[src/hw/rtl/cfb_pkg.sv]
// Shared types, codes and constants of the character framebuffer box drawer.
package cfb_pkg;

  // Field and coordinate widths
  localparam int CHAR_W  = 8;
  localparam int DIM_W   = 7;
  localparam int COORD_W = 11;
  localparam int CFG_W   = 32;

  // Default image capacity
  localparam int DEF_MAX_WIDTH  = 64;
  localparam int DEF_MAX_HEIGHT = 64;

  // Fill value of every cell after reset
  localparam logic [CHAR_W-1:0] BLANK_CHAR = 8'h2E;

  // Opcodes
  localparam logic [1:0] OP_WRITE = 2'd0;
  localparam logic [1:0] OP_BOX   = 2'd1;
  localparam logic [1:0] OP_READ  = 2'd2;

  // Register indexes
  localparam logic REG_IMAGE_WIDTH  = 1'b0;
  localparam logic REG_IMAGE_HEIGHT = 1'b1;

  localparam logic [DIM_W-1:0] DIM_RESET = 7'd64;

  typedef logic signed [COORD_W-1:0] coord_t;

  typedef struct packed {
    coord_t row;
    coord_t col;
  } cursor_t;

  typedef struct packed {
    logic              status;
    logic [CHAR_W-1:0] read_char;
  } rsp_t;

  typedef enum logic [2:0] {
    ST_CLEAR,
    ST_IDLE,
    ST_CELL,
    ST_READ,
    ST_EDGE,
    ST_SIDE_L,
    ST_SIDE_R,
    ST_DONE
  } state_t;

endpackage

[src/hw/rtl/cfb_addr_unit.sv]
// Shared cell address unit: bounds check and row-major address of one cell.
module cfb_addr_unit #(
  parameter int MAX_WIDTH  = cfb_pkg::DEF_MAX_WIDTH,
  parameter int MAX_HEIGHT = cfb_pkg::DEF_MAX_HEIGHT,
  localparam int DEPTH = MAX_WIDTH * MAX_HEIGHT,
  localparam int AW    = (DEPTH > 1) ? $clog2(DEPTH) : 1
) (
  input  cfb_pkg::cursor_t          cur,
  input  logic [cfb_pkg::DIM_W-1:0] eff_w,
  input  logic [cfb_pkg::DIM_W-1:0] eff_h,
  output logic                      in_img,
  output logic [AW-1:0]             addr
);
  cfb_pkg::coord_t             w_s;
  cfb_pkg::coord_t             h_s;
  logic [2*cfb_pkg::DIM_W-1:0] prod;
  logic [31:0]                 lin;

  assign w_s = $signed({{(cfb_pkg::COORD_W-cfb_pkg::DIM_W){1'b0}}, eff_w});
  assign h_s = $signed({{(cfb_pkg::COORD_W-cfb_pkg::DIM_W){1'b0}}, eff_h});

  // Check the cell against the image in use
  assign in_img = (cur.row >= cfb_pkg::coord_t'(0)) && (cur.row < h_s) &&
                  (cur.col >= cfb_pkg::coord_t'(0)) && (cur.col < w_s);

  // Form row * width + column
  assign prod = (2*cfb_pkg::DIM_W)'(cur.row[cfb_pkg::DIM_W-1:0]) *
                (2*cfb_pkg::DIM_W)'(eff_w);
  assign lin  = 32'(prod) + 32'(cur.col[cfb_pkg::DIM_W-1:0]);
  assign addr = lin[AW-1:0];
endmodule

[config.mk]
export PLATFORM = sky130hd
export DESIGN_NAME = cfb_addr_unit
export DESIGN_NICKNAME = d
export VERILOG_FILES = /design/src/hw/rtl/cfb_pkg.sv /design/src/hw/rtl/cfb_addr_unit.sv
export SDC_FILE = /design/constraint.sdc
export NUM_CORES = 1
export LEC_CHECK = 0
export ABC_CLOCK_PERIOD_IN_PS = 6500
export BUFFER_PORTS_ARGS = -buffer_cell sky130_fd_sc_hd__buf_2
export CORE_UTILIZATION = 50
export DETAILED_ROUTE_END_ITERATION = 10
export GPL_ROUTABILITY_DRIVEN = 0
export PLACE_DENSITY = 0.75
export SLEW_MARGIN = 20
export SYNTH_ARGS = -nofsm -noshare
export SYNTH_HDL_FRONTEND = slang
export SYNTH_SLANG_ARGS = --single-unit
[constraint.sdc]
create_clock -name vclk -period 6.5
set_clock_uncertainty 0.1 [all_clocks]
set_input_delay 1.3 -clock vclk [all_inputs]
set_output_delay 1.3 -clock vclk [all_outputs]
set_load 0.01 [all_outputs]
Word level (Yosys, flattened, before mapping)
Cells that the tools add are included.

storage, ports and cells
  memories kept = 0
  bits in writable memories = 0
  word-level logic and storage cells = 9
  memory bits (read-only) = 0
  latch bits = 0
  output and inout bits = 13
  register bits after elaboration = 0

cells by class
  multipliers = 1
  eq/ne operators = 0
  add/subtract/negate cells = 1
  bitwise gates (word level) = 0
  div/mod/pow operators = 0
  $lt $le $gt $ge = 4
  mux-type cells = 0
  reductions and logical operators = 3
  shift-type cells = 0

operator list
  cell                                                   count
  >= comparator 11 x 1 -> 1 bit (second input constant)  2
  < comparator 11 x 8 -> 1 bit                           2
  adder 12 x 7 -> 12 bit                                 1
  multiplier 7 x 8 -> 12 bit                             1
  logical AND 1 bit                                      3

Depth between registers and ports, before layout
Gate-level depths: netlist of the first run.

  depth in word-level cells = 4
  gate-level depth with buffers = 15
  gate-level depth less buffers = 15

Least setup slack after synthesis of the first run
No wires, ideal clock.

  kind = input -> output
  start = in eff_w[1] (netlist bit)
  end = out addr[11]
  arrival time = 4.668 ns
  cell stages on the path = 13
  setup slack = 0.432 ns
  data required time = 5.100 ns
  path through = and2_1 -> fa_1 -> fa_1 -> inv_1 -> fa_1 -> fa_1 -> inv_1 -> ha_1 -> nor2b_1 -> o21ai_2 -> a21oi_1 -> o41ai_1 -> xnor2_1

on the way
  word-level cells in the longest chain between the ends = 2

RTL lines
  what                        line                 text
  start, declared             cfb_addr_unit.sv:9   input logic [cfb_pkg::DIM_W-1:0] eff_w,
  multiplier 7 x 8 -> 12 bit  cfb_addr_unit.sv:27  assign prod = (2*cfb_pkg::DIM_W)'(cur.row[cfb_pkg::DIM_W-1:0]) *
  adder 12 x 7 -> 12 bit      cfb_addr_unit.sv:29  assign lin = 32'(prod) + 32'(cur.col[cfb_pkg::DIM_W-1:0]);
  end, declared               cfb_addr_unit.sv:12  output logic [AW-1:0] addr

No other way between the ends.

Worst setup path in the final report of the first run
  start = in eff_w[3] (netlist bit)
  end = out addr[7]

The elaborated chain is that of the path after synthesis.

==> results of run 1 <==
[per-layer routing]
layer / up-vias / part of all wire [%]
met5: - / 0
met4: 0 / 1.7
met3: 8 / 2.2
met2: 36 / 53
met1: 834 / 43
li1: 882 / -
[metrics by stage]
step	setup WS, ns	power [mW]	utilization, %	cell area [um2]
global placement	0.0586	0.665	62.1	2500
floorplan	0.432	0.461	-	2100
CTS	0.00294	0.728	63.5	2560
detailed placement	-0.00675	0.688	62.1	2500
finish	0.149	0.788	65.5	2640
global route	-0.00821	0.889	65.5	2640
[power by group]
part / switching [mW] / total [mW] / internal (mW)
Combinational: 0.393 / 0.788 / 0.395
Sequential: 0 / 0 / 0
Clock: 0 / 0 / 0
[worst max-delay path, stage by stage]
cell and delay [ns]:
clkbuf_4 0.14, and2_4 0.17, fa_2 0.38, fa_1 0.52, inv_1 0.06, fa_1 0.49, fa_1 0.57, inv_2 0.05
ha_4 0.21, nor2b_2 0.15, o21ai_2 0.16, buf_4 0.14, buf_4 0.10, buf_4 0.09, nor2b_1 0.16, xnor2_1 0.13
buf_2 0.14
[worst max-delay path by stage]
stage / start / endpoint / slack, ns / depth (start not counted)
after CTS: eff_w[4] / addr[11] / 0.003 / 16
final: eff_w[3] / addr[7] / 0.15 / 17
after global routing: eff_w[3] / addr[10] / -0.008 / 15
after floorplan: eff_w[1] / addr[11] / 0.43 / 13
after detailed placement: eff_w[1] / addr[11] / -0.007 / 16
after global placement: eff_w[1] / addr[11] / 0.06 / 16
[cells in the mapped netlist (2+ instances only)]
cell | number | share of area, %
xnor2_1 | 13 | 5.4
fa_1 | 36 | 34
nand3_1 | 2 | 0.48
a211oi_1 | 3 | 1.1
and2_1 | 26 | 7.7
nand2b_1 | 5 | 1.5
a21o_1 | 3 | 1.1
nor2b_1 | 4 | 1.2
o21ai_0 | 4 | 0.95
and2_2 | 3 | 1.1
nand2_1 | 18 | 3.2
ha_1 | 40 | 24
nor3_1 | 2 | 0.48
a21oi_1 | 4 | 0.95
nor2_1 | 7 | 1.2
inv_1 | 71 | 13
nor4_1 | 2 | 0.59
[logic make-up after synthesis]
| family | synth area share, % |
|---|---|
| buffers and inverters | 12.7 |
| AO/OA/AOI/OAI | 6.37 |
| AND/OR/NAND/NOR | 17.5 |
| XOR/XNOR | 5.41 |
| adder cells (fa/ha/maj) | 58.1 |
[cell type report]
type / instances / area [um2]
multi-input cells: 177 / 1930
fillers: 339 / 1390
repair buffers: 65 / 383
inverters: 71 / 267
well taps: 50 / 62.6
[what timing repair did]
item | in CTS | in global routing
pin swaps | 8 | 25
gates resized for setup | 8 | 23
setup buffers | 3 | 1
cloned | 0 | 0
endpoints found under the setup margin | 1 | 4
[cell usage in the layout (no fill, tap or decap)]
cell	n
nor2b_1	2
o21ai_2	2
nor3_1	2
nor2b_2	2
fa_2	3
nand2b_1	5
a211oi_1	2
nand3_1	2
and2_4	4
o21ai_0	1
a311oi_1	1
a21oi_1	3
a21o_1	3
buf_6	2
and2_2	3
a211oi_4	1
xnor2_1	13
buf_2	45
ha_4	3
buf_4	16
nor4_1	2
ha_1	37
nor2_2	1
a21oi_2	1
nand2_1	18
inv_2	3
inv_1	68
clkbuf_4	2
o41ai_2	2
nor2_1	6
fa_1	33
o21ai_1	2
a31oi_1	1
and2_1	22
==> results.yml, run 1 <==
pwr:
  p_leak_nw: 1.45
  power.density_mw_per_mm2: 299
  ir_worst_vdd_mv: 0.143
synth:
  ys_types: 22
  netlist_area_mm2: 0.00210
  synth_seq_area_share_pct: 0
  syn_nets: 360
  avgSynthCellArea_um2: 8.48
  yosys_warnings: 0
  syn-instance-count: 248
drt:
  vias: 1760
  ant_nets: 0
  drt_wl_total_um: 4490
  drc: 0
  wl_per_cell_um: 12.4
  drt_iter0_markers: 26
  drt_pass1_iterations: 4
  vias_per_cell: 4.85
worst_setup_path:
  cp.required_ns: 5.10
  crit_fanout: 7
  end_kind: "output port"
  setup.worst_path.class: "in2out"
  cp-start-kind: "input port"
  arrival_ns: 4.95
layout:
  seq_cells: 0
  area_growth_pct: 25.5
  clkbuf_count: 0
  seq_area_um2: 0
  nets: 427
  diodes: 0
  finalNonFillerCells: 363
  drive_above_1_share_pct: 28.8
clocking:
  cts.hold.buffers_added: 0
sta:
  holdWs_ns: 2.82
  setup_tns_ns: 0
  final-setup-viol-count: 0
  clock.fmax_ghz: 0.157
  max_slew_margin_pct: 79.2
  hold_viol_final: 0
  worstMarginPinSlew_ns: 0.309
  post-route-period-util_pct: 97.7
  finalCriticalPeriod_ns: 6.35
  slew_viol_final: 0
global_routing:
  grtUsageMet2_pct: 43.8
  grt_usage_pct: 22.5
  top_usage_layer: "met2"
  grt_max_degree: 9
  grt_antenna_before_repair: 0
  grt_pass1_vias: 1909
  grt_pass1_wl_um: 7850
  grtUsageMet1_pct: 27.8
  overflow: 0
  use_met3_pct: 0.514
floorplanning:
  die_y_um: 66.9
  coreArea_mm2: 0.00403
  ios: 49
  start_util_pct: 52.2
  rows: 23
  dieArea_mm2: 0.00447
  die_w_um: 66.9
worst_hold_path:
  whs_path_depth: 3
  hp-start: "cur[0]"
  hp-class: "in2out"
  min_to: "addr[0]"
outcome:
  status: "completed"
placed_design:
  dp_hpwl_um: 3920
  placedCellCount: 359
  port_buffers: 49
job:
  max_cap_viol_count: 0
No activity file was read; power rests on OpenSTA's default activity.
==> run 2: changes to the inputs <==
Settings changed: RECOVER_POWER set to 100.
==> results.yml, run 2 (synthesis results as in run 1) <==
outcome:
  status: "completed"
floorplanning:
  start_util_pct: 52.2
  coreArea_mm2: 0.00403
  die_w_um: 66.9
  ios: 49
  die_y_um: 66.9
  rows: 23
  dieArea_mm2: 0.00447
layout:
  clkbuf_count: 0
  most-common-layout-cells: "68 x inv_1, 37 x ha_1, 37 x buf_2"
  n_fill_cell: 341
  diodes: 0
  drive_above_1_share_pct: 26.2
  seq_cells: 0
  area_growth_pct: 25.0
  nets: 427
  seq_area_um2: 0
  final_core_util_pct: 65.2
  final_common_cell: "inv_1"
  finalInstanceArea_mm2: 0.00263
  finalNonFillerCells: 363
sta:
  worstMarginPinSlew_ns: 0.309
  hold_viol_final: 0
  clock.fmax_ghz: 0.157
  max_slew_margin_pct: 79.2
  finalCriticalPeriod_ns: 6.35
  setup_tns_ns: 0
  holdWs_ns: 2.84
  post-route-period-util_pct: 97.7
  final-setup-viol-count: 0
  slew_viol_final: 0
drt:
  met1_length_um: 1960
  drt_pass1_iterations: 4
  drc: 0
  drt_iter0_markers: 29
  drt_wl_total_um: 4490
  wl_met3_um: 94
  vias_per_cell: 4.83
  wl_per_cell_um: 12.4
  vias: 1752
  wl_met2_um: 2360
  ant_nets: 0
  topRoutingLayerUsed: "met4"
worst_hold_path:
  min_to: "in_img"
  whs_path_depth: 5
  hp-start: "cur[18]"
  hp-class: "in2out"
pwr:
  p_leak_nw: 1.43
  power.density_mw_per_mm2: 297
  ir_worst_vdd_mv: 0.143
global_routing:
  grt_pass1_wl_um: 7850
  grt_usage_pct: 22.5
  grt_pass1_vias: 1909
  overflow: 0
  grt_antenna_before_repair: 0
  grt_max_degree: 9
worst_setup_path:
  cp.required_ns: 5.10
  crit_buf_inv: 7
  cp-start-kind: "input port"
  cp_slowest_cell: "fa_1"
  critPathMaxStageDelay_ns: 0.57
  setup.worst_path.class: "in2out"
  end_kind: "output port"
  critical_path.top_delay_family: "adder cells"
  crit_chain: "clkbuf_4 -> and2_4 -> fa_2 -> fa_1 -> inv_1 -> fa_1 -> fa_1 -> inv_2 -> ha_4 -> nor2b_2 -> o21ai_2 -> buf_4 -> buf_4 -> buf_4 -> nor2b_1 -> xnor2_1 -> buf_2"
  crit_fanout: 7
  arrival_ns: 4.95
placed_design:
  placedCellCount: 359
  port_buffers: 49
  dp_hpwl_um: 3920
  place_area_mm2: 0.00250
job:
  max_cap_viol_count: 0
clocking:
  cts.hold.buffers_added: 0
run 2: cell types whose count changed in the layout (fill, tap and decap cells not counted):
| cell | change |
|---|---|
| buf_2 | -8 |
| clkbuf_1 | +8 |
run 2: final cells by class:
type / instances / area, um2 / share of cell area [%]
Inverter: 71 / 267 / 10.1
Multi-Input combinational cell: 177 / 1930 / 73.3
Tap cell: 50 / 62.6 / 2.38
Timing Repair Buffer: 65 / 373 / 14.2
run 2: how the worst max path moves through the flow:
stage | start | endpoint | slack, ns | depth (start not counted)
floorplan | eff_w[1] | addr[11] | 0.43 | 13
global placement | eff_w[1] | addr[11] | 0.06 | 16
detailed placement | eff_w[1] | addr[11] | -0.007 | 16
CTS | eff_w[4] | addr[11] | 0.003 | 16
global route | eff_w[3] | addr[10] | -0.008 | 15
finish | eff_w[3] | addr[7] | 0.15 | 17
run 2: power breakdown:
group	internal, mW	leakage, nW	switching (mW)
sequential	0	0	0
combinational	0.387	1.43	0.395
clock	0	0	0
run 2: what timing repair did:
action,in CTS,in global routing
cloned,0,0
setup buffers,3,1
pin swaps,8,25
resized for setup,8,23
setup endpoints to repair,1,4
run 2: worst min-delay path, stage by stage:
cell,delay [ns]
buf_2,0.07
a211oi_1,0.04
nand3_1,0.07
a311oi_1,0.05
clkbuf_1,0.12
run 2: per-layer routing:
metal	track usage (%)	vias up
met1	27.8	826
li1	-	882
met5	0	-
met4	3.19	0
met2	43.8	36
met3	0.514	8
run 2: through the flow:
step	setup WS [ns]	total power, mW
final	0.149	0.782
after global placement	0.0586	0.665
after CTS	0.00294	0.728
after global routing	-0.00821	0.882
after detailed placement	-0.00675	0.688
after floorplan	0.432	0.461
==> run 3: changes to the inputs <==
Settings changed: ABC_CLOCK_PERIOD_IN_PS 6500 to not set, BUFFER_PORTS_ARGS -buffer_cell sky130_fd_sc_hd__buf_2 to not set, CELL_PAD_IN_SITES_DETAIL_PLACEMENT set to 1, CELL_PAD_IN_SITES_GLOBAL_PLACEMENT set to 2, CORE_UTILIZATION 50 to 40, DONT_BUFFER_PORTS set to 1, PLACE_DENSITY 0.75 to not set, PLACE_DENSITY_LB_ADDON set to 0.1.
==> results.yml, run 3 (synthesis results as in run 1) <==
outcome:
  status: "completed"
job:
  max_cap_viol_count: 0
drt:
  ant_nets: 0
  vias_per_cell: 4.81
  wl_per_cell_um: 13.6
  vias: 1530
  drt_iter0_markers: 16
  drc: 0
  drt_wl_total_um: 4340
  drt_pass1_iterations: 3
layout:
  final_core_util_pct: 43.2
  seq_cells: 0
  finalInstanceArea_mm2: 0.00219
  finalNonFillerCells: 318
  seq_area_um2: 0
  nets: 362
  clkbuf_count: 0
  diodes: 0
  drive_above_1_share_pct: 2.02
  final_common_cell: "inv_1"
  area_growth_pct: 4.16
  most-common-layout-cells: "71 x inv_1, 40 x ha_1, 36 x fa_1"
  n_fill_cell: 639
global_routing:
  grtUsageMet1_pct: 23.2
  top_usage_layer: "met2"
  grtUsageMet2_pct: 32.7
  grt_max_degree: 9
  use_met3_pct: 0.813
  grt_pass1_vias: 1618
  grt_antenna_before_repair: 0
  overflow: 0
  grt_usage_pct: 17.3
  grt_pass1_wl_um: 7410
clocking:
  cts_resized: 0
  post_cts_buffers: 0
  cts.hold.buffers_added: 0
placed_design:
  pre_cts_ws_ns: 0.263
  port_buffers: 0
  place_area_mm2: 0.00219
  placedCellCount: 318
  dp_hpwl_um: 3950
pwr:
  power_mw: 0.536
  p_leak_nw: 1.16
  power.density_mw_per_mm2: 245
  ir_worst_vdd_mv: 0.146
worst_setup_path:
  end_kind: "output port"
  cp-startpoint: "eff_w[0]"
  cp-start-kind: "input port"
  crit_chain: "nand2b_1 -> fa_1 -> fa_1 -> inv_1 -> fa_1 -> inv_1 -> fa_1 -> inv_1 -> ha_1 -> a211oi_1 -> nor2_1 -> o41ai_2 -> xnor2_1"
  critPathMaxStageDelay_ns: 0.56
  critical_path.top_delay_family: "adder cells"
  crit_fanout: 8
  setup.worst_path.class: "in2out"
  cp.required_ns: 5.10
  arrival_ns: 4.80
  cp_slowest_cell: "fa_1"
  crit_buf_inv: 3
  cp_common_cell: "fa_1"
floorplanning:
  dieArea_mm2: 0.00555
  die_w_um: 74.5
  start_util_pct: 41.4
  die_y_um: 74.5
  rows: 26
  ios: 49
  coreArea_mm2: 0.00507
sta:
  worstMarginPinSlew_ns: 0.457
  setup_tns_ns: 0
  final-setup-viol-count: 0
  post-route-period-util_pct: 95.4
  slew_viol_final: 0
  hold_viol_final: 0
  max_slew_margin_pct: 69.3
  fin_ws_ns: 0.298
  holdWs_ns: 2.65
  clock.fmax_ghz: 0.161
  finalCriticalPeriod_ns: 6.20
  rsz0062_at_grt: "false"
worst_hold_path:
  hp-class: "in2out"
  hp-start: "cur[0]"
run 3: changes by cell type in the layout (fill, tap and decap cells not counted), moves of 3 or more:
cell	change
fa_2	-3
ha_4	-3
clkbuf_1	-8
inv_1	+3
buf_2	-37
o21ai_0	+3
inv_2	-3
and2_4	-4
fa_1	+3
buf_4	-16
and2_0	+3
ha_1	+3
run 3: per-layer routing:
layer  part of all wire (%)  vias up  wire [um]
met5                      0        -          0
met1                     47      749       2060
li1                       -      751          -
met3                    3.0        0        130
met4                      0        0          0
met2                     50       30       2150
run 3: worst paths after layout:
| path | cells after the start | to | slack, ns |
|---|---|---|---|
| max | 13 | addr[10] | 0.30 |
| min | 1 | addr[0] | 2.65 |
run 3: area by class of cell:
cell class | instances | area [um2] | area share, %
inverters | 71 | 267 | 12.2
multi-input cells | 177 | 1840 | 83.8
well taps | 70 | 87.6 | 4.00
run 3: power breakdown:
part	switching (mW)	total [mW]	leakage, nW	internal, mW
clock	0	0	0	0
sequential	0	0	0	0
combinational	0.309	0.536	1.16	0.227
