$ cat src/hw/rtl/cfb_pkg.sv
// Shared types, codes and constants of the character framebuffer box drawer.
package cfb_pkg;

  // Field and coordinate widths
  localparam int CHAR_W  = 8;
  localparam int DIM_W   = 7;
  localparam int COORD_W = 11;
  localparam int CFG_W   = 32;

  // Default image capacity
  localparam int DEF_MAX_WIDTH  = 64;
  localparam int DEF_MAX_HEIGHT = 64;

  // Fill value of every cell after reset
  localparam logic [CHAR_W-1:0] BLANK_CHAR = 8'h2E;

  // Opcodes
  localparam logic [1:0] OP_WRITE = 2'd0;
  localparam logic [1:0] OP_BOX   = 2'd1;
  localparam logic [1:0] OP_READ  = 2'd2;

  // Register indexes
  localparam logic REG_IMAGE_WIDTH  = 1'b0;
  localparam logic REG_IMAGE_HEIGHT = 1'b1;

  localparam logic [DIM_W-1:0] DIM_RESET = 7'd64;

  typedef logic signed [COORD_W-1:0] coord_t;

  typedef struct packed {
    coord_t row;
    coord_t col;
  } cursor_t;

  typedef struct packed {
    logic              status;
    logic [CHAR_W-1:0] read_char;
  } rsp_t;

  typedef enum logic [2:0] {
    ST_CLEAR,
    ST_IDLE,
    ST_CELL,
    ST_READ,
    ST_EDGE,
    ST_SIDE_L,
    ST_SIDE_R,
    ST_DONE
  } state_t;

endpackage

$ cat src/hw/rtl/cfb_req_if.sv
// Request channel: one framebuffer command per transfer.
interface cfb_req_if;
  logic        valid;
  logic        ready;
  logic [1:0]  opcode;
  logic signed [8:0] pos_row;
  logic signed [8:0] pos_col;
  logic [7:0]  box_height;
  logic [7:0]  box_width;
  logic [7:0]  char_value;

  modport source (output valid, opcode, pos_row, pos_col, box_height, box_width, char_value,
                  input ready);
  modport sink (input valid, opcode, pos_row, pos_col, box_height, box_width, char_value,
                output ready);
endinterface

$ cat src/hw/rtl/cfb_seq.sv
// Command sequencer: clearing pass, single-cell access and outline walk.
module cfb_seq #(
  parameter int MAX_WIDTH  = cfb_pkg::DEF_MAX_WIDTH,
  parameter int MAX_HEIGHT = cfb_pkg::DEF_MAX_HEIGHT,
  localparam int DEPTH = MAX_WIDTH * MAX_HEIGHT,
  localparam int AW    = (DEPTH > 1) ? $clog2(DEPTH) : 1
) (
  input  logic                       clk,
  input  logic                       rst,
  cfb_req_if.sink                    req,
  input  logic [cfb_pkg::DIM_W-1:0]  eff_w,
  input  logic [cfb_pkg::DIM_W-1:0]  eff_h,
  output cfb_pkg::cursor_t           cur_out,
  input  logic                       in_img,
  input  logic [AW-1:0]              cell_addr,
  output logic                       ram_we,
  output logic                       ram_re,
  output logic [AW-1:0]              ram_addr,
  output logic [cfb_pkg::CHAR_W-1:0] ram_wdata,
  input  logic [cfb_pkg::CHAR_W-1:0] ram_rdata,
  input  logic                       res_free,
  output logic                       res_load,
  output cfb_pkg::rsp_t              res_data
);
  localparam logic [AW-1:0] LAST_ADDR = AW'(DEPTH - 1);

  cfb_pkg::state_t  state, state_next;
  logic [AW-1:0]    clr_cnt, clr_cnt_next;
  logic [1:0]       op, op_next;
  logic [cfb_pkg::CHAR_W-1:0] chr, chr_next;
  cfb_pkg::coord_t  bottom, bottom_next;
  cfb_pkg::coord_t  left, left_next;
  cfb_pkg::coord_t  right, right_next;
  cfb_pkg::coord_t  r1, r1_next;
  cfb_pkg::coord_t  c0, c0_next;
  cfb_pkg::coord_t  c1, c1_next;
  cfb_pkg::cursor_t cur, cur_next;
  cfb_pkg::rsp_t    res, res_next;
  logic             rd_ok, rd_ok_next;

  // Request decode
  cfb_pkg::coord_t in_row, in_col, in_bh, in_bw, in_bottom, in_right;
  cfb_pkg::coord_t in_r0, in_r1, in_c0, in_c1, hmax, wmax, row_inc;
  logic            accept, last_row, next_edge;

  assign accept  = req.valid && req.ready;
  assign in_row  = cfb_pkg::coord_t'(req.pos_row);
  assign in_col  = cfb_pkg::coord_t'(req.pos_col);
  assign in_bh   = $signed({3'b000, req.box_height});
  assign in_bw   = $signed({3'b000, req.box_width});
  assign in_bottom = in_row + in_bh - cfb_pkg::coord_t'(1);
  assign in_right  = in_col + in_bw - cfb_pkg::coord_t'(1);
  assign hmax = $signed({4'b0000, eff_h}) - cfb_pkg::coord_t'(1);
  assign wmax = $signed({4'b0000, eff_w}) - cfb_pkg::coord_t'(1);

  // Clamp the box to the image
  assign in_r0 = (in_row < cfb_pkg::coord_t'(0)) ? cfb_pkg::coord_t'(0) : in_row;
  assign in_r1 = (in_bottom > hmax) ? hmax : in_bottom;
  assign in_c0 = (in_col < cfb_pkg::coord_t'(0)) ? cfb_pkg::coord_t'(0) : in_col;
  assign in_c1 = (in_right > wmax) ? wmax : in_right;

  assign row_inc   = cur.row + cfb_pkg::coord_t'(1);
  assign last_row  = (cur.row == r1);
  assign next_edge = (row_inc == bottom);

  // Next state and datapath registers
  always_comb begin
    state_next   = state;
    clr_cnt_next = clr_cnt;
    op_next      = op;
    chr_next     = chr;
    bottom_next  = bottom;
    left_next    = left;
    right_next   = right;
    r1_next      = r1;
    c0_next      = c0;
    c1_next      = c1;
    cur_next     = cur;
    res_next     = res;
    rd_ok_next   = rd_ok;
    case (state)
      cfb_pkg::ST_CLEAR: begin
        clr_cnt_next = clr_cnt + AW'(1);
        if (clr_cnt == LAST_ADDR) begin
          state_next = cfb_pkg::ST_IDLE;
        end
      end
      cfb_pkg::ST_IDLE: begin
        if (accept) begin
          op_next     = req.opcode;
          chr_next    = req.char_value;
          bottom_next = in_bottom;
          left_next   = in_col;
          right_next  = in_right;
          r1_next     = in_r1;
          c0_next     = in_c0;
          c1_next     = in_c1;
          res_next.status    = 1'b1;
          res_next.read_char = '0;
          cur_next.row = in_row;
          cur_next.col = in_col;
          if (req.opcode == cfb_pkg::OP_WRITE || req.opcode == cfb_pkg::OP_READ) begin
            state_next = cfb_pkg::ST_CELL;
          end else if (req.opcode == cfb_pkg::OP_BOX) begin
            if (req.box_height == 8'd0 || req.box_width == 8'd0) begin
              state_next = cfb_pkg::ST_DONE;
            end else begin
              res_next.status = 1'b0;
              cur_next.row    = in_r0;
              if (in_r0 > in_r1) begin
                state_next = cfb_pkg::ST_DONE;
              end else if (in_r0 == in_row || in_r0 == in_bottom) begin
                cur_next.col = in_c0;
                state_next   = cfb_pkg::ST_EDGE;
              end else begin
                state_next = cfb_pkg::ST_SIDE_L;
              end
            end
          end else begin
            state_next = cfb_pkg::ST_DONE;
          end
        end
      end
      cfb_pkg::ST_CELL: begin
        res_next.status = !in_img;
        rd_ok_next      = in_img;
        state_next = (op == cfb_pkg::OP_READ) ? cfb_pkg::ST_READ : cfb_pkg::ST_DONE;
      end
      cfb_pkg::ST_READ: begin
        res_next.read_char = rd_ok ? ram_rdata : '0;
        state_next         = cfb_pkg::ST_DONE;
      end
      cfb_pkg::ST_EDGE: begin
        if (cur.col >= c1) begin
          if (last_row) begin
            state_next = cfb_pkg::ST_DONE;
          end else begin
            cur_next.row = row_inc;
            cur_next.col = next_edge ? c0 : left;
            state_next   = next_edge ? cfb_pkg::ST_EDGE : cfb_pkg::ST_SIDE_L;
          end
        end else begin
          cur_next.col = cur.col + cfb_pkg::coord_t'(1);
        end
      end
      cfb_pkg::ST_SIDE_L: begin
        cur_next.col = right;
        state_next   = cfb_pkg::ST_SIDE_R;
      end
      cfb_pkg::ST_SIDE_R: begin
        if (last_row) begin
          state_next = cfb_pkg::ST_DONE;
        end else begin
          cur_next.row = row_inc;
          cur_next.col = next_edge ? c0 : left;
          state_next   = next_edge ? cfb_pkg::ST_EDGE : cfb_pkg::ST_SIDE_L;
        end
      end
      cfb_pkg::ST_DONE: begin
        if (res_free) begin
          state_next = cfb_pkg::ST_IDLE;
        end
      end
      default: begin
        state_next = cfb_pkg::ST_IDLE;
      end
    endcase
  end

  // Outputs: handshake, memory port and result load
  always_comb begin
    req.ready = 1'b0;
    ram_we    = 1'b0;
    ram_re    = 1'b0;
    ram_addr  = cell_addr;
    ram_wdata = chr;
    res_load  = 1'b0;
    case (state)
      cfb_pkg::ST_CLEAR: begin
        ram_we    = 1'b1;
        ram_addr  = clr_cnt;
        ram_wdata = cfb_pkg::BLANK_CHAR;
      end
      cfb_pkg::ST_IDLE: begin
        req.ready = 1'b1;
      end
      cfb_pkg::ST_CELL: begin
        ram_we = in_img && (op == cfb_pkg::OP_WRITE);
        ram_re = in_img && (op == cfb_pkg::OP_READ);
      end
      cfb_pkg::ST_EDGE: begin
        ram_we = in_img && (cur.col <= c1);
      end
      cfb_pkg::ST_SIDE_L, cfb_pkg::ST_SIDE_R: begin
        ram_we = in_img;
      end
      cfb_pkg::ST_DONE: begin
        res_load = res_free;
      end
      default: begin
        ram_we = 1'b0;
      end
    endcase
  end

  assign cur_out  = cur;
  assign res_data = res;

  // Control registers
  always_ff @(posedge clk) begin
    if (rst) begin
      state   <= cfb_pkg::ST_CLEAR;
      clr_cnt <= '0;
    end else begin
      state   <= state_next;
      clr_cnt <= clr_cnt_next;
    end
  end

  // Command and cursor registers
  always_ff @(posedge clk) begin
    op     <= op_next;
    chr    <= chr_next;
    bottom <= bottom_next;
    left   <= left_next;
    right  <= right_next;
    r1     <= r1_next;
    c0     <= c0_next;
    c1     <= c1_next;
    cur    <= cur_next;
    res    <= res_next;
    rd_ok  <= rd_ok_next;
  end

  // Checks
  a_reset_blocks: assert property (@(posedge clk) rst |=> !req.ready)
    else $error("request taken right after reset");
  a_idle_no_write: assert property (@(posedge clk) disable iff (rst)
    (state == cfb_pkg::ST_IDLE) |-> !ram_we)
    else $error("memory written while idle");
  a_write_inside: assert property (@(posedge clk) disable iff (rst)
    (ram_we && state != cfb_pkg::ST_CLEAR) |-> in_img)
    else $error("write outside the image");
  a_read_follows_cell: assert property (@(posedge clk) disable iff (rst)
    (state == cfb_pkg::ST_READ) |-> ($past(state) == cfb_pkg::ST_CELL))
    else $error("read data stage without a read issue");
  a_load_free: assert property (@(posedge clk) disable iff (rst)
    res_load |-> res_free)
    else $error("result loaded over a pending result");
endmodule

$ cat src/flat_wrapper.sv
// flat-port wrapper written by rule: the top's interface ports become plain ports
module cfb_seq_flat 
#(
  parameter int MAX_WIDTH  = cfb_pkg::DEF_MAX_WIDTH,
  parameter int MAX_HEIGHT = cfb_pkg::DEF_MAX_HEIGHT,
  localparam int DEPTH = MAX_WIDTH * MAX_HEIGHT,
  localparam int AW    = (DEPTH > 1) ? $clog2(DEPTH) : 1
)
  (clk, rst, eff_w, eff_h, cur_out, in_img, cell_addr, ram_we, ram_re, ram_addr, ram_wdata, ram_rdata, res_free, res_load, res_data, req_valid, req_opcode, req_pos_row, req_pos_col, req_box_height, req_box_width, req_char_value, req_ready);
  cfb_req_if req_i ();
  input  logic clk;
  input  logic rst;
  input  logic [cfb_pkg::DIM_W-1:0] eff_w;
  input  logic [cfb_pkg::DIM_W-1:0] eff_h;
  output cfb_pkg::cursor_t cur_out;
  input  logic in_img;
  input  logic [AW-1:0] cell_addr;
  output logic ram_we;
  output logic ram_re;
  output logic [AW-1:0] ram_addr;
  output logic [cfb_pkg::CHAR_W-1:0] ram_wdata;
  input  logic [cfb_pkg::CHAR_W-1:0] ram_rdata;
  input  logic res_free;
  output logic res_load;
  output cfb_pkg::rsp_t res_data;
  input wire logic [$bits(req_i.valid)-1:0] req_valid;
  input wire logic [$bits(req_i.opcode)-1:0] req_opcode;
  input wire logic [$bits(req_i.pos_row)-1:0] req_pos_row;
  input wire logic [$bits(req_i.pos_col)-1:0] req_pos_col;
  input wire logic [$bits(req_i.box_height)-1:0] req_box_height;
  input wire logic [$bits(req_i.box_width)-1:0] req_box_width;
  input wire logic [$bits(req_i.char_value)-1:0] req_char_value;
  output wire logic [$bits(req_i.ready)-1:0] req_ready;
  assign req_i.valid = req_valid;
  assign req_i.opcode = req_opcode;
  assign req_i.pos_row = req_pos_row;
  assign req_i.pos_col = req_pos_col;
  assign req_i.box_height = req_box_height;
  assign req_i.box_width = req_box_width;
  assign req_i.char_value = req_char_value;
  assign req_ready = req_i.ready;
  cfb_seq #(.MAX_WIDTH(MAX_WIDTH), .MAX_HEIGHT(MAX_HEIGHT)) u_core (.clk(clk), .rst(rst), .req(req_i), .eff_w(eff_w), .eff_h(eff_h), .cur_out(cur_out), .in_img(in_img), .cell_addr(cell_addr), .ram_we(ram_we), .ram_re(ram_re), .ram_addr(ram_addr), .ram_wdata(ram_wdata), .ram_rdata(ram_rdata), .res_free(res_free), .res_load(res_load), .res_data(res_data));
endmodule
$ cat config.mk
export PLATFORM = sky130hd
export DESIGN_NAME = cfb_seq_flat
export DESIGN_NICKNAME = d
export VERILOG_FILES = /design/src/hw/rtl/cfb_pkg.sv /design/src/hw/rtl/cfb_req_if.sv /design/src/hw/rtl/cfb_seq.sv /design/src/flat_wrapper.sv
export SDC_FILE = /design/constraint.sdc
export NUM_CORES = 1
export LEC_CHECK = 0
export BUFFER_PORTS_ARGS = -buffer_cell sky130_fd_sc_hd__buf_2
export CAP_MARGIN = 40
export CORE_ASPECT_RATIO = 0.75
export CORE_MARGIN = 8
export CORE_UTILIZATION = 35
export DETAILED_ROUTE_END_ITERATION = 7
export PLACE_DENSITY = 0.54
export SYNTH_ARGS = -nofsm -noshare
export SYNTH_HDL_FRONTEND = slang
export SYNTH_SLANG_ARGS = --single-unit
$ cat constraint.sdc
create_clock -name clk -period 16.8 [get_ports clk]
set_input_delay 2.52 -clock clk [delete_from_list [all_inputs] [get_ports clk]]
set_output_delay 2.52 -clock clk [all_outputs]
set_load 0.02 [all_outputs]
# ---- Word level (Yosys, flattened, before mapping)
# Cells that the tools add are included.
dict set report word_totals {
  ff_bits 121
  word_cells 116
  out_inout_bits 55
  inputBits 83
}
dict set report op_classes {
  mux 42
  add_sub_neg 9
  order_cmp 7
  n_eq_ne 19
  n_reduce_logical 24
}
# operator n
set ops {}
lappend ops {{2-to-1 mux 22 bit} 5}
lappend ops {{2-to-1 mux 11 bit} 9}
lappend ops {{one-hot mux 11 bit (4 select lines)} 1}
lappend ops {{equality test 11 bit} 3}
lappend ops {{greater-than comparator 11 bit} 3}
lappend ops {{one-hot mux 11 bit (3 select lines)} 1}
lappend ops {{2-to-1 mux 3 bit} 10}
lappend ops {{one-hot mux 3 bit (8 select lines)} 1}
lappend ops {{adder 11 x 2 -> 11 bit, second input constant} 2}
lappend ops {{subtractor 11 x 2 -> 11 bit, second input constant} 2}
lappend ops {{adder 9 x 9 -> 10 bit} 2}
lappend ops {{less-than comparator 9 x 1 -> 1 bit, second input constant} 2}
lappend ops {{zero test 8 bit} 2}
lappend ops {{2-to-1 mux 8 bit} 2}
lappend ops {{one-hot mux 8 bit (2 select lines)} 1}
lappend ops {{subtractor 7 x 1 -> 8 bit, second input constant} 2}
lappend ops {{adder 12 x 1 -> 12 bit, second input constant} 1}
lappend ops {{equality test 12 bit, second input constant} 1}
lappend ops {{equality test 3 bit, second input constant} 4}
lappend ops {{2-to-1 mux 12 bit} 1}
lappend ops {{equality test 11 x 9 -> 1 bit} 1}
lappend ops {{greater-or-equal comparator 11 bit} 1}
lappend ops {{<= comparator 11 bit} 1}
lappend ops {{2-to-1 mux 9 bit} 1}
lappend ops {{other kinds (21)} 42}

# ---- Depth between registers and ports, before layout
# Gate-level depths: netlist of run 1.
dict set report logic_depth {
  ltp_word 11
  mapped_depth 32
  ltp_nobuf 30
}

# ---- Worst setup path after synthesis of run 1
# OpenSTA, ideal clock, no wires.
dict set report synth_timing {
  kind {input to register}
  from {input port req_box_height[0]}
  to {register u_core.cur, in the netlist u_core.cur_out[3] (data pin)}
  path_stages 29
  required_ns 16.529
  t_arrival_ns 7.990
  setup_slack_ns 8.539
  cell_sequence {ha_1 -> inv_1 -> fa_1 -> nand2b_1 -> a21oi_1 -> xor2_1 -> nor3_1 -> and3_1 -> xor2_1 -> inv_1 -> ha_1 -> a211oi_1 -> o21ai_0 -> o211ai_1 -> o221a_2 -> o211ai_2 -> buf_2 -> a21o_1 -> ha_1 -> nor2b_1 -> o21a_1 -> o21a_1 -> o21a_1 -> o21a_1 -> o32ai_1 -> o21a_1 -> a211oi_4 -> nor4_4 -> o21ai_1}
}
# element line_no
set synth_lines {}
lappend synth_lines {{from (decl)} flat_wrapper.sv:30} ;# input wire logic [$bits(req_i.box_height)-1:0] req_box_height;
lappend synth_lines {{to (signal assigned)} cfb_seq.sv:230} ;# cur <= cur_next;
lappend synth_lines {{to (decl)} cfb_seq.sv:37} ;# cfb_pkg::cursor_t cur, cur_next;

==> flow_results.org, run 1 <==
** Place
- Dpl hpwl :: 18,500 µm
- In this run the tool buffered the top-level ports with 137 buffer cells.
- Cell count after placement :: 1,262
- Pre-CTS setup slack :: 7520 ps
- Final Wtd Congestion :: 0.884

** Floorplan
- Once the floorplan was initialized, standard cells occupied 35.8% of the core.
- In this run the standard cell core region covers 23,100 µm².
- Top-level I/O count :: 138
- Die area :: 28,900 µm²
- Cell row count :: 48
- The floorplan step set the die width to 194 µm.
- Chip Height :: 149 µm

** Critical path
- At the worst endpoint, the required time is 16,950 ps.
- Critical path's most frequent cell :: o21a_1
- Among all stages on the critical path, the largest delay is contributed by nor4_4.
- The worst setup path is launched from an input pin.
- Start of the worst register-to-register path :: u_core.cur_out[11]
- Start-to-end type of the worst setup path :: input pin to register
- In this design, the stage delay of the slowest critical-path cell is 550 ps.
- STA classifies the critical path endpoint as a register.
- At the worst endpoint, the arrival time is 9040 ps.
- In this run the critical register-to-register path is captured at u_core.cur_out[4].
- Maximum fanout along the worst path :: 21
- Reg-to-reg slack, setup :: 13,470 ps
- Path depth of the worst reg2reg path :: 12

** GRT
- Total Routing Usage GR :: 15.9%
- Global-route wire length before repair :: 36,500 µm
- The via count of the first global-routing pass is 6,425.
- Pin count of the biggest net entering global routing :: 58
- GRT overflow :: 0
- The number of antenna violations at the first check in global routing was 0.

** Route
- Count of antenna-violating nets left after detailed routing :: 0
- Detailed-route wire length :: 23,300 µm
- DRC violation count after routing :: 0
- Number of detailed-route iterations in the first pass :: 5
- In this run, the number of DRC markers left after iteration 0 of detailed routing was 563.
- Detail-routed via count per cell :: 5.21
- Total number of vias :: 6,747
- In the final routed layout, each cell accounts on average for 18.0 µm.

** STA
- Slew of the pin with the lowest slew margin :: 826 ps
- Tcrit/Tclk final :: 52.9%
- Worst Slack Setup Final :: 7910 ps
- Static timing analysis puts the maximum clock frequency at 113 MHz.
- Total negative slack for setup checks :: 0 ps
- Setup violations remaining at the end of the flow were counted as 0.
- The clock arrives with 6.64 ps of skew.
- Setup repair after global routing missed its margin :: false
- Relative slew margins :: 44.7%
- Max-slew violation count :: 0
- Number of hold violations in the final report :: 0
- Min cycle time layout :: 8890 ps

** Synthesis
- Post-synth top area share :: 37.4%
- The share of the Yosys chip area taken by registers is 41.0%.
- After synthesis, the netlist uses 70 different library cells.
- After technology mapping, the gate count stands at 839.
- In the synthesized netlist the async set-or-reset flop fraction comes to 0%.
- Synth Warn # :: 0
- Synth Register Bits :: 118
- Mean post-synth cell area :: 9.86 µm²
- Sorting the synthesized cells by area gives the leading types as edfxtp_1 (37%), ha_1 (9.4%), xnor2_1 (4.2%).
- Yosys mapped a number of flops with a built-in enable equal to 103.
- The biggest area contributor in the post-synthesis netlist is edfxtp_1.
- edfxtp_1 is the most common cell in the netlist.
- Synthesized net count :: 986
- Post-synthesis instance area :: 8270 µm²
- Most common library cells after synthesis :: edfxtp_1 (103), nand2_1 (68), ha_1 (62), inv_1 (58), nor2_1 (55)
- Primary FF master, synth :: edfxtp_1

** Power and ir drop
- Max rail drop VDD :: 80.9 µV
- Switching share of total power :: 37.5%
- Sequential share of power :: 34.5%
- Standby leakage power :: 3.99 nW
- Power spent charging and discharging nets :: 0.000475 W
- Total power per unit cell area :: 128 nW/µm²
- Cell internal power was estimated by the tool at 0.000791 W.
- Combinational Power Share :: 37.4%
- In this run, the clock network consumes 28.0% of the power.

** Worst hold path
- Worst min path class :: register to register
- For hold timing, the worst endpoint is u_core.clr_cnt[5].
- The worst hold path begins at u_core.clr_cnt[5].
- Cell count of the worst hold path :: 2

** CTS
- Number of clock sinks :: 118
- TritonCTS Buffers :: 17
- The H-tree was split into 4 levels.
- Post-cts resize count :: 0
- After clock tree synthesis, the clock-pin slew on the worst setup and hold paths is 60 ps.
- Postcts setup bufs :: 0
- The clock passes through at most 2 buffers.
- Clock tree from TritonCTS :: built
- At the later pin of the worst-skew pair, clock insertion delay measures 420 ps.
- Quantity of hold-fixing buffers added after cts :: 0
- Library cell used as clock root buffer :: clkbuf_16

** Final layout
- After the flow finishes, the layout carries non-filler instances totaling 1,294.
- Fraction of layout cells with a size suffix above 1 :: 21.3%
- The repair_antennas step left the layout with diodes totalling 0.
- The area growth from synthesis to layout is 19.9%.
- At the end of the flow, the number of nets in the layout was 1,128.

** Run
- Max-Cap Viols :: 0

** Outcome
- Run status :: complete, no violations
## critical path, delay by kind of cell
family                     cells  cell delay [ps]
AOI/OAI and AO/OA             15             3040
and+or+nand+nor                5             1250
adders and majority gates      4             1240
xor gates and xnor gates       2              670
buffers and inverters          3              310
## area by class of cell
| class | instances | area [µm²] |
|---|---|---|
| Clock buffer | 24 | 526 |
| Clock inverter | 8 | 56.3 |
| Fill cell | 2266 | 13200 |
| Inverter | 58 | 218 |
| Multi-Input combinational cell | 641 | 4590 |
| Sequential cell | 118 | 3390 |
| Tap cell | 300 | 375 |
| Timing Repair Buffer | 145 | 763 |
## cells by family (layout without fill, tap and decap cells)
logic type                 Yosys count  after routing  share of synthesized area (%)
and+or+nand+nor                    296            296                           18.6
AOI/OAI and AO/OA                  173            173                           14.5
DFF                                118            118                           41.0
xor gates and xnor gates            83             83                           9.14
buffers and inverters               80            235                           3.68
adders and majority gates           64             64                           9.86
muxes                               25             25                           3.27
## state kept, by name, summed over array words and instances (netlist names)
name	cells
u_core.op	2
u_core.c0	8
u_core.right	11
u_core.r1	11
u_core.clr_cnt	12
u_core.bottom	11
u_core.left	9
u_core.res_data	9
u_core.state	3
u_core.rd_ok	1
u_core.chr	8
u_core.c1	11
u_core.cur_out	22
## power by group through the flow
stage | registers (W) | clock network, W | logic (W)
floorplan | 0.000442 | 0 | 0.000320
detailed placement | 0.000444 | 0 | 0.000475
finish | 0.000438 | 0.000355 | 0.000474
global route | 0.000444 | 0.000376 | 0.000524
CTS | 0.000438 | 0.000361 | 0.000477
global placement | 0.000444 | 0 | 0.000464
## how the worst max path moves through the flow
stage,slack (ps),endpoint,start,depth (start not counted)
floorplan,8540,u_core.cur_out[3],req_box_height[0],29
global placement,7670,u_core.cur_out[7],req_pos_row[0],29
detailed placement,7520,u_core.cur_out[7],req_pos_row[0],29
CTS,7930,u_core.cur_out[7],req_pos_row[0],29
global route,7480,u_core.cur_out[4],req_pos_row[0],29
finish,7910,u_core.cur_out[6],req_pos_row[0],29
## placed cells by master (no fill, tap or decap), types with 5 or more instances in the layout
cell       Yosys  layout
or2_2          6       6
buf_4          0       6
buf_2          3     138
a21o_1         7       7
ha_1          62      62
a211oi_1       8       8
mux2_2        12      12
xnor2_1       40      40
a21oi_1       39      39
nand3_1       26      26
o211ai_1       5       5
dfxtp_1       15      15
o21ai_1       10      10
clkbuf_16      0      20
nand4_1       17      17
xor2_1        40      40
or3_1          5       5
edfxtp_1     103     103
nor3_1        28      27
nor3b_1        5       5
nor2_1        55      55
o21ai_0       35      35
nor4_1        10       9
and3_1         7       7
o21a_1        20      20
nand2_1       68      68
mux2i_1       12      12
nand2b_1      13      13
inv_1         58      57
o31a_1         6       6
and2_1        13      13
nor2b_1       24      24
## per-stage QoR
step / cell area (µm²) / total power (W) / utilization [%] / hold WS (ps)
6_report: 9920 / 0.00127 / 42.9 / 544
5_1_grt: 9920 / 0.00134 / 42.9 / 593
4_1_cts: 9920 / 0.00128 / 42.9 / 548
3_5_place_dp: 9340 / 0.000919 / 40.4 / 533
3_3_place_gp: 9290 / 0.000908 / 40.2 / 528
2_1_floorplan: 8270 / 0.000762 / - / 495
## layer usage
metal	track usage, %	wire length [µm]	up-vias
met4	3.03	156	0
met5	0	0	-
met1	24.9	12700	3166
li1	-	-	3350
met3	4.28	1580	13
met2	21.1	8900	218
(Power assumes the default switching activity.)
==> run 2, diff against run 1 <==
==> constraint.sdc (replaced) <==
create_clock -name clk -period 8.5 [get_ports clk]
set_input_delay 1.275 -clock clk [delete_from_list [all_inputs] [get_ports clk]]
set_output_delay 1.275 -clock clk [all_outputs]
set_load 0.02 [all_outputs]
==> run 2 against run 1 <==
Setup slack got worse by 6900 ps. Utilization about the same. Sequential share of layout area about the same. Critical path type unchanged. Final cell count increased by 0.15%. Clock power increased by 95%. Power increased by 97%. Clock skew increased by 6.9 ps. Worst hold slack improved by 8.0 ps. Critical path depth unchanged. Count of clock-buffer cells in the layout decreased by 1. Wire length decreased by 1.1%. Sequential power increased by 97%.
==> flow_results.org, run 2 (synthesized netlist as in run 1, its figures left out) <==
** CTS
- Latest clock arrival within the worst-skew pair :: 420 ps
- After clock tree synthesis, the clock-pin slew on the worst setup and hold paths is 60 ps.
- Postcts setup bufs :: 0
- Clock tree synthesis inserted a total of 17 buffers.
- Max H-tree Level :: 4
- Quantity of hold-fixing buffers added after cts :: 0
- Clock tree synthesis selected as its root buffer the cell clkbuf_16.
- Counting along the longest clock path gives a buffer depth of 2.
- The clock drives 118 sinks.
- Post-cts resize count :: 0
- TritonCTS built the clock tree.

** Power and ir drop
- For this design the ratio of total power to cell area is 251 nW/µm².
- Sequential cells burn 34.7% of the power.
- Cell internal power was estimated by the tool at 0.00156 W.
- IR analysis of the VDD net gives a maximum drop of 157 µV.
- For this design the static power due to leakage is 4.00 nW.
- Proportion of power drawn by the clock network :: 27.7%
- Combinational logic is responsible for 37.6% of the overall power.
- Switching share of total power :: 37.3%
- Overall power consumption after layout is estimated at 0.00249 W.
- Power spent charging and discharging nets :: 0.000929 W

** GRT
- Global routing consumed, over all layers together, 15.9% of the routing resources.
- The first global-routing pass estimated 36,500 µm of wire.
- The number of antenna violations at the first check in global routing is 0.
- GRT overflow :: 0
- Entering global routing, the biggest net connects 55 pins.
- The via count of the first global-routing pass came to 6,422.

** Critical path
- For this design, the slowest cell found on the critical path is nor4_4.
- The critical path contains buffers and inverters numbering 3 combined.
- Critical path's most frequent cell :: o21a_1
- Biggest cell delay along the critical path :: 530 ps
- Maximum fanout along the worst path :: 8
- CP Data Required Time :: 8630 ps
- Startpoint type of the worst setup path :: input pin
- The setup path with the least slack is of type input pin to register.
- Critical path's top delay family :: compound AO/OA/AOI/OAI gates
- STA puts the critical path data arrival time at 7650 ps.
- STA classifies the critical path endpoint as a register.

** Worst hold path
- The tightest min-delay check is of the register to register type.

** Final layout
- In the layout the commonest cells are buf_2 (138), edfxtp_1 (103), nand2_1 (68).
- Filler Cells Inserted :: 2,276
- Flip-flop count of the largest register after layout :: 22
- Fraction of layout cells with a size suffix above 1 :: 21.5%
- In the final design database the tool counted 1,129 nets.
- Flip-flop and latch area :: 3390 µm²
- Area growth syn-to-layout :: 20.0%
- Leaving out fill and tap cells, the most frequent cell in the layout is buf_2.
- The finished layout holds 1,296 standard cells, fillers aside.
- Area occupied by multi-input gates :: 4590 µm²
- Layout Utilization :: 42.9%

** Route
- Detailed-route wire length :: 23,100 µm
- Number of detailed-route iterations in the first pass :: 5
- DRC violation count after routing :: 0
- After detailed routing, the average wire length per cell comes to 17.8 µm.
- DRT iter0 DRCs :: 583
- Total number of vias :: 6,673
- In the routed layout, each cell is associated on average with a via count of 5.15.
- Count of antenna-violating nets left after detailed routing :: 0

** STA
- Setup repair after global routing missed its margin :: false
- Achievable frequency :: 133 MHz
- Slew of the pin with the lowest slew margin :: 814 ps
- Total negative slack for setup checks :: 0 ps
- Final setup violation count :: 0
- The max-slew violation total from the final report was 0.
- Tcrit/Tclk final :: 88.4%
- On the final layout, the worst hold slack is 552 ps.
- Min cycle time layout :: 7520 ps
- Number of hold violations in the final report :: 0
- Across the routed clock network, the largest skew measured is 13.6 ps.
- The worst pin sits at a relative slew slack of 45.0%.

** Floorplan
- The total area inside the core boundary comes to 23,100 µm².
- Top-level I/O count :: 138
- Die area :: 28,900 µm²
- Measured along the x axis, the die boundary spans 194 µm.
- Cell row count :: 48
- Starting density of the core :: 35.8%
- Chip Height :: 149 µm

** Outcome
- The flow ran to the end, and the final reports show no timing, DRC or antenna violations.

** Place
- Input and output buffers added on the ports amount to 137.
- The wire-length estimate of the detail-placed layout is 18,500 µm.
- Cell count after placement :: 1,263
- The congestion estimate from routability-driven global placement came to 0.893.

** Run
- The tool flagged a number of max-cap violations equal to 0.
==> run 2: cell types whose count changed in the layout (fill, tap and decap cells not counted), sizes merged <==
| cell | before | now |
|---|---|---|
| buf | 145 | 146 |
| clkbuf | 24 | 23 |
| clkinv | 4 | 3 |
| clkinvlp | 0 | 1 |
| diode | 0 | 1 |
| inv | 62 | 63 |
==> run 2: cell type report <==
type	instances	area share, %
Clock buffer	23	5.26
Clock inverter	9	0.567
Sequential cell	118	34.2
Tap cell	300	3.78
Multi-Input combinational cell	641	46.2
Antenna cell	1	0.0252
Inverter	58	2.19
Timing Repair Buffer	146	7.77
==> run 2: final timing paths <==
path / from / endpoint / slack, ps / cells after the start
min: u_core.clr_cnt[9] / u_core.clr_cnt[9] / 550 / 2
max reg2reg: u_core.cur_out[11] / u_core.cur_out[6] / 5100 / 12
min reg2reg: u_core.clr_cnt[9] / u_core.clr_cnt[9] / 550 / 2
max: req_pos_row[0] / u_core.cur_out[0] / 980 / 29
==> run 2: power groups by stage <==
stage / combinational (W) / clock (W) / sequential [W]
5_1_grt: 0.00104 / 0.000735 / 0.000877
4_1_cts: 0.000943 / 0.000705 / 0.000865
3_3_place_gp: 0.000918 / 0 / 0.000878
6_report: 0.000937 / 0.000691 / 0.000864
3_5_place_dp: 0.000938 / 0 / 0.000876
2_1_floorplan: 0.000632 / 0 / 0.000874
==> run 2: routing by layer <==
| metal | global-route usage, % | wire length, µm | vias up |
|---|---|---|---|
| met5 | 0 | 0 | - |
| met2 | 20.9 | 8790 | 187 |
| met3 | 4.44 | 1530 | 18 |
| li1 | - | - | 3364 |
| met1 | 24.7 | 12600 | 3104 |
| met4 | 3.65 | 171 | 0 |
==> run 2: tightest hold or removal path, cell delays in order (launching register included) <==
cell and delay, ps:
dfxtp_1 370, xor2_1 80, nor2_1 70
==> run 2: per-stage QoR <==
step / instance area, µm² / setup WS (ps)
after floorplan: 8270 / 1480
after global placement: 9300 / 842
after detailed placement: 9340 / 640
after CTS: 9920 / 1100
after global routing: 9920 / 582
final: 9920 / 984
==> run 3, diff against run 2 <==
--- a/config.mk
+++ b/config.mk
@@ -5,13 +5,14 @@
 export SDC_FILE = /design/constraint.sdc
 export NUM_CORES = 1
 export LEC_CHECK = 0
+export ABC_AREA = 1
 export BUFFER_PORTS_ARGS = -buffer_cell sky130_fd_sc_hd__buf_2
 export CAP_MARGIN = 40
 export CORE_ASPECT_RATIO = 0.75
 export CORE_MARGIN = 8
-export CORE_UTILIZATION = 35
+export CORE_UTILIZATION = 40
 export DETAILED_ROUTE_END_ITERATION = 7
-export PLACE_DENSITY = 0.54
+export PLACE_DENSITY = 0.6
 export SYNTH_ARGS = -nofsm -noshare
 export SYNTH_HDL_FRONTEND = slang
 export SYNTH_SLANG_ARGS = --single-unit
==> run 3 against run 2 <==
Fmax up 24%. Register-to-register slack better by 200 ps. Utilization is 5.8 points higher. Worst hold slack worse by 59 ps. Setup slack better by 1400 ps. Largest power group is now sequential cells. Global-route usage is 1.8 points higher. Count of clock-buffer cells in the layout fell by 6. Combinational power shrank 33%. Sequential power is 11% lower. Synthesized area decreased by 1.6%. First-iteration DRC count down 6.5%.
==> flow_results.org, run 3 <==
** Outcome
- The flow ran to the end, and the final reports show no timing, DRC or antenna violations.

** Power and ir drop
- Max rail drop VDD :: 149 µV
- Total power per unit cell area :: 217 nW/µm²
- For this design the static power due to leakage is 4.45 nW.
- The design draws 0.00213 W.

** Critical path
- Among the stages of the critical path, the cell type that occurs most often is nand2_1.
- Category of the worst setup path capture point :: register
- The critical path starts at req_pos_row[0].
- Data on the critical path is required at its endpoint by 8670 ps.
- Reg-to-reg slack, setup :: 5300 ps
- For the worst flop-to-flop path, the logic depth is 14.
- Maximum fanout along the worst path :: 15
- The number of buffers and inverters on the critical path is 6.
- The kind of cell with the highest combined delay along the critical path is simple AND/OR/NAND/NOR gates.
- Startpoint type of the worst setup path :: input pin
- The worst register-to-register path ends at u_core.cur_out[5].
- Start-to-end type of the worst setup path :: input pin to register
- Worst path arrival time :: 6250 ps
- Start of the worst register-to-register path :: u_core.cur_out[11]
- The largest individual stage delay along the critical path comes from the cell xor2_1.
- The largest single stage delay on the critical path is 420 ps.

** Route
- Number of detailed-route iterations in the first pass :: 5
- Using the TritonRoute via totals, the vias-per-cell ratio works out to 5.08.
- DRC violation count after routing :: 0
- For this block, the initial DRC count from the detailed router was 545.
- The final layout contains routed wiring with a total length of 22,200 µm.
- Detailed routing inserted a total of 7,109 vias.
- Once detail routing completed, the nets flagged for antenna violations numbered 0.
- In the final routed layout, each cell accounts on average for 15.9 µm.

** STA
- Achievable frequency :: 164 MHz
- Final setup violation count :: 0
- Min cycle time layout :: 6080 ps
- The worst path uses 71.5% of the clock period.
- Setup repair after global routing missed its margin :: false
- Clk_skew :: 8.76 ps
- After routing, the total negative slack on setup checks comes to 0 ps.
- The worst pin sits at a relative slew slack of 53.2%.
- In the post-route analysis, the smallest setup slack over all paths is 2420 ps.
- The max-slew violation total from the final report was 0.
- Number of hold violations in the final report :: 0
- Slew of the pin with the lowest slew margin :: 697 ps

** Synthesis
- Mean post-synth cell area :: 8.33 µm²
- The largest total area in the synthesized netlist belongs to edfxtp_1.
- Synth Register Bits :: 118
- The mapped netlist covers 8140 µm².
- The Yosys step of the flow raised 0 warnings.
- Counting flops with an async set or reset pin after synthesis yields a share of 0%.
- Number of instances in the synthesized netlist :: 977
- Sequential elements use 41.7% of the synthesized area.
- Number of enable-type register cells in the synthesized netlist :: 103
- The most used flip-flop cell after synthesis is edfxtp_1.
- After synthesis, the largest area contributor takes up 38.0% of total cell area.
- Most common library cells after synthesis :: nand2_1 (191), inv_1 (142), edfxtp_1 (103), nor2_1 (90), nand3_1 (68)
- The synthesized netlist contains 47 unique library cells.
- After synthesis, the cell types taking the most area are edfxtp_1 (38%), ha_1 (9.5%), nand2_1 (8.8%).
- When the netlist entered floorplanning its net count stood at 1,124.
- Most common cell in the netlist :: nand2_1

** GRT
- For this run the aggregate overflow at the end of global routing stands at 0.
- The via count of the first global-routing pass is 6,690.
- Global-route wire length before repair :: 35,500 µm
- The number of antenna violations at the first check in global routing was 0.
- Global routing consumed, over all layers together, 17.7% of the routing resources.
- Entering global routing, the biggest net connects 54 pins.

** Place
- Number of port buffers :: 137
- At the end of routability-driven placement, the weighted congestion stood at 0.919.
- Pre-CTS setup slack :: 2080 ps
- Detailed placement finished with a half-perimeter wire length of 17,500 µm.
- Placed Area :: 9200 µm²
- Cell count after placement :: 1,368

** Final layout
- The area growth from synthesis to layout is 20.3%.
- Ant. Diodes :: 0
- The library cell used most frequently in the layout, excluding fill and tap cells, is nand2_1.
- Of the cells placed in the final design, the portion with a size suffix greater than 1 is 18.4%.
- Final design instance area without fill :: 9790 µm²
- Nets :: 1,276
- Once layout is complete, the cells apart from fillers number 1,400.
- The register with the most flip-flops in the layout has 22 of them.
- The library cells used most frequently in the layout, excluding fill and tap cells, are nand2_1 (191), inv_1 (142), buf_2 (138).

** Floorplan
- Pin placement for this block handled 138 I/O pins.
- The floorplan step set the die width to 181 µm.
- Cell row count :: 45
- Starting density of the core :: 40.5%
- Measured along the y axis, the die boundary spans 140 µm.
- Die area :: 25,200 µm²
- The floorplan step defined a core boundary enclosing 20,100 µm².

** CTS
- Postcts setup bufs :: 0
- For the worst-skew pair, the clock arrives at the later sink with an insertion delay of 430 ps.
- The longest clock path from root to sink contains 2 buffers.
- TritonCTS built the clock tree.
- Buffers inserted to repair hold after CTS numbered 0.
- Clock-pin slew was measured on the worst setup and hold paths at 60 ps.
- Library cell used as clock root buffer :: clkbuf_16
- Post-cts resize count :: 0
- The clock drives 118 sinks.
- TritonCTS created 17 clock buffers.
- Max H-tree Level :: 4

** Run
- Max-Cap Viols :: 0

** Worst hold path
- Hold Path Sink :: u_core.clr_cnt[8]
- In this run the most critical hold path is launched from u_core.clr_cnt[8].
- The worst hold path belongs to the class register to register.
- Counting instances, the worst hold path has a depth of 1.
run 3: cell types whose count changed after synthesis, sizes merged, moves of 11 or more:
cell / delta
nand2: +128
inv: +86
nand3: +46
nor2: +36
nor2b: -24
xnor2: -22
o21a: -17
and2: -13
mux2: -13
nand2b: -13
mux2i: -12
o21ai: +11
run 3: per-layer routing:
layer | vias up | wire length, µm | GRT usage, % | part of all wire (%)
met5 | - | 0 | 0 | 0
met2 | 230 | 8850 | 25.3 | 40
li1 | 3628 | - | - | -
met4 | 0 | 259 | 4.60 | 1.2
met1 | 3232 | 11400 | 25.7 | 51
met3 | 19 | 1670 | 4.79 | 7.5
run 3: worst max-delay path by stage:
stage | end | slack (ps) | depth (start not counted)
after floorplan | u_core.cur_out[0] | 2870 | 33
after global placement | u_core.cur_out[6] | 2350 | 37
after detailed placement | u_core.cur_out[5] | 2080 | 37
after CTS | u_core.cur_out[5] | 2520 | 37
after global routing | u_core.cur_out[3] | 1800 | 37
final | u_core.cur_out[9] | 2420 | 37
run 3: logic make-up after synthesis:
logic type | synth area share [%]
AO/OA/AOI/OAI | 10.6
XOR/XNOR | 6.99
adder cells (fa/ha/maj) | 10.0
buffers and inverters | 7.48
flip-flops | 41.7
AND/OR/NAND/NOR | 23.3
run 3: where the power goes:
| part | internal, W | switching [W] | leakage (nW) |
|---|---|---|---|
| Combinational | 0.000218 | 0.000412 | 3.11 |
| Sequential | 0.000725 | 0.0000484 | 1.06 |
| Clock | 0.000438 | 0.000287 | 0.283 |
| Total | 0.00138 | 0.000747 | 4.45 |
run 3: through the flow:
step | utilization [%] | hold WS, ps
floorplan | - | 448
global placement | 45.4 | 471
detailed placement | 45.8 | 488
CTS | 48.7 | 497
global route | 48.7 | 533
finish | 48.7 | 493
run 3: cell type report:
type / count / area (µm²)
fill: 1947 / 10300
tap: 258 / 323
clock inverter: 15 / 169
sequential: 118 / 3390
clock buffer: 17 / 425
multi-input combinational: 699 / 4150
inverter: 146 / 548
timing repair buffer: 147 / 786
